### src/stoc_pkg.sv
// stoc_pkg: shared types and constants for the sorted table occurrence counter
// no dependencies; imported by the interfaces and every module of the block
`default_nettype none
package stoc_pkg;

  localparam int MODE_W  = 2;
  localparam int VALUE_W = 32;
  localparam int OCC_W   = 11;

  localparam logic [MODE_W-1:0] MODE_APPEND = 2'd0;
  localparam logic [MODE_W-1:0] MODE_QUERY  = 2'd1;
  localparam logic [MODE_W-1:0] MODE_CLEAR  = 2'd2;

  typedef enum logic [1:0] {
    SRCH_IDLE,
    SRCH_ADDR,
    SRCH_CMP,
    SRCH_DONE
  } srch_state_e;

  // finished query as handed from the search sequencer to the output register
  typedef struct packed {
    logic             done;
    logic             found;
    logic [OCC_W-1:0] occurrences;
  } srch_result_t;

endpackage
`default_nettype wire

### src/stoc_search.sv
// stoc_search: sequencer running the leftmost and rightmost binary searches
// over one shared compare/update unit; depends on stoc_pkg and reads stoc_table_ram
`default_nettype none
module stoc_search #(
  parameter int TABLE_DEPTH = 1024,
  parameter int AW          = $clog2(TABLE_DEPTH),
  parameter int UW          = $clog2(TABLE_DEPTH + 1)
) (
  input  wire logic                                clk_i,
  input  wire logic                                rst_ni,
  input  wire logic                                start_i,
  input  wire logic signed [stoc_pkg::VALUE_W-1:0] key_i,
  input  wire logic [UW-1:0]                       used_i,
  input  wire logic                                out_free_i,
  output logic                                     busy_o,
  output logic                                     rd_en_o,
  output logic [AW-1:0]                            rd_addr_o,
  input  wire logic signed [stoc_pkg::VALUE_W-1:0] rd_data_i,
  output stoc_pkg::srch_result_t                   result_o
);
  import stoc_pkg::*;

  localparam int IW = UW + 1;
  localparam int CW = (IW > OCC_W) ? IW : OCC_W;

  srch_state_e state_q, state_d;
  logic signed [IW-1:0] lo_q, lo_d, hi_q, hi_d, mid_q, mid_d;
  logic signed [IW-1:0] where_q, where_d, first_q, first_d;
  logic                 hit_q, hit_d, hit_first_q, hit_first_d, pass_q, pass_d;
  logic signed [VALUE_W-1:0] key_q, key_d;
  logic signed [IW-1:0] mid;
  logic signed [IW-1:0] span;
  logic [CW-1:0]        count;

  assign mid   = lo_q + ((hi_q - lo_q) >>> 1);
  assign span  = where_q - first_q + IW'(1);
  assign count = CW'($unsigned(span));

  always_ff @(posedge clk_i or negedge rst_ni) begin
    if (!rst_ni) begin
      state_q <= SRCH_IDLE;
    end else begin
      state_q <= state_d;
    end
  end

  always_ff @(posedge clk_i) begin
    lo_q        <= lo_d;
    hi_q        <= hi_d;
    mid_q       <= mid_d;
    where_q     <= where_d;
    first_q     <= first_d;
    hit_q       <= hit_d;
    hit_first_q <= hit_first_d;
    pass_q      <= pass_d;
    key_q       <= key_d;
  end

  always_comb begin
    state_d     = state_q;
    lo_d        = lo_q;
    hi_d        = hi_q;
    mid_d       = mid_q;
    where_d     = where_q;
    first_d     = first_q;
    hit_d       = hit_q;
    hit_first_d = hit_first_q;
    pass_d      = pass_q;
    key_d       = key_q;
    rd_en_o     = 1'b0;
    rd_addr_o   = mid[AW-1:0];
    result_o    = '0;

    unique case (state_q)
      SRCH_IDLE: begin
        if (start_i) begin
          key_d   = key_i;
          lo_d    = '0;
          hi_d    = IW'(used_i) - IW'(1);
          hit_d   = 1'b0;
          pass_d  = 1'b0;
          state_d = SRCH_ADDR;
        end
      end
      SRCH_ADDR: begin
        if (lo_q <= hi_q) begin
          rd_en_o = 1'b1;
          mid_d   = mid;
          state_d = SRCH_CMP;
        end else if (!pass_q) begin
          // leftmost pass finished, restart the window for the rightmost pass
          first_d     = where_q;
          hit_first_d = hit_q;
          hit_d       = 1'b0;
          lo_d        = '0;
          hi_d        = IW'(used_i) - IW'(1);
          pass_d      = 1'b1;
        end else begin
          state_d = SRCH_DONE;
        end
      end
      SRCH_CMP: begin
        state_d = SRCH_ADDR;
        if (rd_data_i == key_q) begin
          hit_d   = 1'b1;
          where_d = mid_q;
          if (!pass_q) begin
            hi_d = mid_q - IW'(1);
          end else begin
            lo_d = mid_q + IW'(1);
          end
        end else if (rd_data_i < key_q) begin
          lo_d = mid_q + IW'(1);
        end else begin
          hi_d = mid_q - IW'(1);
        end
      end
      SRCH_DONE: begin
        if (out_free_i) begin
          result_o.done = 1'b1;
          if (hit_first_q && hit_q && (where_q >= first_q)) begin
            result_o.found       = 1'b1;
            result_o.occurrences = count[OCC_W-1:0];
          end
          state_d = SRCH_IDLE;
        end
      end
      default: state_d = SRCH_IDLE;
    endcase
  end

  assign busy_o = (state_q != SRCH_IDLE);

`ifndef SYNTHESIS
  a_read_then_compare: assert property (@(posedge clk_i) disable iff (!rst_ni)
    rd_en_o |=> state_q == SRCH_CMP)
    else $error("table read not followed by compare");
  a_compare_after_read: assert property (@(posedge clk_i) disable iff (!rst_ni)
    state_q == SRCH_CMP |-> $past(rd_en_o))
    else $error("compare without a table read");
  a_miss_is_zero: assert property (@(posedge clk_i) disable iff (!rst_ni)
    result_o.done && !result_o.found |-> result_o.occurrences == '0)
    else $error("miss reported with nonzero count");
  a_done_needs_slot: assert property (@(posedge clk_i) disable iff (!rst_ni)
    result_o.done |-> out_free_i && state_q == SRCH_DONE)
    else $error("result issued without a free output slot");
`endif

endmodule
`default_nettype wire

### config.mk
export PLATFORM = sky130hd
export DESIGN_NAME = stoc_search
export DESIGN_NICKNAME = d
export VERILOG_FILES = /design/src/stoc_pkg.sv /design/src/stoc_search.sv
export SDC_FILE = /design/constraint.sdc
export NUM_CORES = 1
export LEC_CHECK = 0
export BUFFER_PORTS_ARGS = -buffer_cell sky130_fd_sc_hd__buf_2
export CORE_ASPECT_RATIO = 0.9
export CORE_UTILIZATION = 45
export CTS_CLUSTER_DIAMETER = 60
export CTS_CLUSTER_SIZE = 25
export DETAILED_ROUTE_END_ITERATION = 10
export GPL_ROUTABILITY_DRIVEN = 0
export PLACE_DENSITY = 0.68
export SLEW_MARGIN = 15
export SYNTH_ARGS = -nofsm -noshare
export SYNTH_HDL_FRONTEND = slang
export SYNTH_SLANG_ARGS = --single-unit
export TNS_END_PERCENT = 20
### constraint.sdc
create_clock -name clk_i -period 11.1 [get_ports clk_i]
set_clock_uncertainty 0.15 [all_clocks]
set_input_delay 0.555 -clock clk_i [delete_from_list [all_inputs] [get_ports clk_i]]
set_output_delay 0.555 -clock clk_i [all_outputs]
set_load 0.01 [all_outputs]
==> flow_summary.yaml <==
final_layout:
  final_layout_size_suffix_gt1_share_pct: 18.0
  fin_cells: 937
  nets: 906
  final_common_cell: "buf_2"
  layout_common_cells: "103 x buf_2, 95 x edfxtp_1, 81 x ha_1"
  syn_to_final_growth_pct: 15.5
  design_area_um2: 7660
  antenna_cells: 0
timing:
  drv_slew: 0
  rsz0062_at_grt: "false"
  period_minus_slack_ns: 4.79
  hold_viol: 0
  setup_viol: 0
  final.setup.tns_ns: 0
  max_freq_ghz: 0.209
  maxSlewHeadroom_pct: 40.5
  whs_ns: 0.225
  tightest_slew_ns: 0.880
  finalCritPeriodShare_pct: 43.2
clock_tree:
  insertion_delay_ns: 0.35
  cts_tree: "done"
  ctsResizeCount: 0
  cts_setup_buffers: 0
  cts_sinks: 97
  cts_buffer_depth: 2
  cts_root_buf: "clkbuf_16"
  clk_pin_slew_ns: 0.08
  numCtsBuffers: 9
  h-tree-depth: 3
floorplan:
  rows: 41
  start_util_pct: 46.7
  fp.coreArea_um2: 14200
  fp.dieArea_um2: 15200
  chipWidth_um: 130
  dieHeight_um: 117
  pin_count: 104
yosys:
  yosys_warnings: 0
  syn_inst: 637
  synth-edff-count: 95
  synth-main-ff-cell: "edfxtp_1"
  syn_area_um2: 6630
  synth.distinct_cells: 62
  ys_ff_latch: 97
  avgSynthCellArea_um2: 10.4
  synth_seq_area_share_pct: 43.8
  syn_nets: 804
  postSynth.asyncResetShare_pct: 2.06
worst_hold_path:
  hold_class: "in2reg"
setup_path:
  startpoint_type: "flip-flop"
  crit_arrival_ns: 4.09
  crit_type: "reg2out"
  max_stage_delay_ns: 0.48
  crit_fanout: 5
  cp_slowest_cell: "or4_1"
  cp_top_family: "compound AO/OA/AOI/OAI gates"
  endpoint_kind: "output pin"
  crit_top_cell: "a21oi_1"
  crit_buf_inv: 1
  crit_required_ns: 10.40
  worstPathCellList: "ha_1, fa_1, nand2b_1, a21oi_1, a21o_1, a21oi_1, xnor2_1, ha_1, or4_1, o22ai_1, o21bai_1, a21oi_1, xnor2_1, buf_2"
outcome:
  outcome: "finished clean"
global_route:
  grt_overflow: 0
  first_global_vias: 4987
  grt_pass1_wl_mm: 23.3
  grt_antenna_before_repair: 0
  grt_max_degree: 33
  track_usage_pct: 20.1
placed_design:
  hpwl_mm: 11.5
  dpl_cell_area_um2: 7320
  dp.cells: 920
  io_buffer_count: 103
routing:
  drt_pass1_iterations: 5
  ant_nets: 0
  drcViolationCount: 0
  avgViaCountPerCell: 5.33
  drt-total-wl_mm: 14.4
  wl_per_cell_um: 15.4
  vias: 4996
  dr.first_iter.drc_count: 353
run:
  cap_violations: 0
[final timing paths]
path                                       start                      to  slack [ns]  cells past startpoint
hold / removal                         key_i[25]     key_q[25]$_DFFE_PP_        0.22                      1
setup / recovery           lo_q[0]$_SDFFCE_PN0P_            rd_addr_o[9]        6.31                     14
min in group asynchronous                 rst_ni  state_q[0]$_DFFE_PN0P_        0.38                      2
max in group asynchronous                 rst_ni  state_q[1]$_DFFE_PN0P_       10.33                      2
setup reg to reg           lo_q[0]$_SDFFCE_PN0P_      mid_q[9]$_DFFE_PP_        7.19                     13
hold reg to reg                  hit_q$_DFFE_PP_   hit_first_q$_DFFE_PP_        0.31                      0
[kinds of logic after synthesis]
| kind of cell | after synthesis | share of synthesized area, % |
|---|---|---|
| AND/OR/NAND/NOR | 184 | 14.3 |
| AO/OA/AOI/OAI | 121 | 11.8 |
| buffers and inverters | 97 | 6.19 |
| flip-flops | 97 | 43.8 |
| adder cells (fa/ha/maj) | 88 | 17.4 |
| XOR/XNOR | 50 | 6.60 |
[cells in the mapped netlist, drive strengths merged (4+ instances only)]
master	instances	area share, %
nor2b	7	0.66
o21bai	4	0.45
nand2	29	1.6
nand4	10	0.94
xnor2	22	2.9
xor2	28	3.7
nor2	60	3.4
nor4	6	0.66
nand3	15	1.1
a31oi	7	0.66
buf	14	1.5
nor3	19	1.5
or3	5	0.55
o21ai	24	1.8
and3	5	0.47
fa	7	2.1
o21a	5	0.57
clkbuf	5	0.28
inv	78	4.4
a21o	8	0.91
ha	81	15
o41ai	5	0.66
a21oi	41	3.1
edfxtp	95	43
nand2b	8	0.75
[state kept, by name, indices dropped and copies added, names as in the netlist]
register	flops
first_q	12
hi_q	12
hit_first_q	1
hit_q	1
key_q	32
lo_q	12
mid_q	12
pass_q	1
state_q	2
where_q	12
[layout make-up]
type | count | area, um^2
clock buffer | 10 | 229
clock inverter | 6 | 100
fill | 1268 | 6550
inverter | 78 | 293
multi-input combinational | 443 | 3320
sequential | 97 | 2900
tap | 193 | 241
timing repair buffer | 110 | 571
[per-stage QoR]
stage | setup WS, ns | utilization (%)
2_1_floorplan | 7.19 | -
3_3_place_gp | 6.85 | 51.5
3_5_place_dp | 6.69 | 51.5
4_1_cts | 6.30 | 53.9
5_1_grt | 6.00 | 53.9
6_report | 6.31 | 53.9
[layer usage]
layer | part of all wire (%) | vias to the layer above | GRT usage [%]
li1 | - | 2480 | -
met1 | 46 | 2342 | 25.6
met2 | 47 | 151 | 35.0
met4 | 1.9 | 0 | 5.43
met3 | 5.4 | 23 | 3.95
met5 | 0 | - | 0
[timing repair]
item | CTS | global route
hold buffers | 1 | 0
endpoints found under the hold margin | 2 | 0
endpoints found under the setup margin | 0 | 0
Power is left out: the tool's default activity adds up to more than one toggle a clock period on the data nets, which glitch-free logic cannot reach.
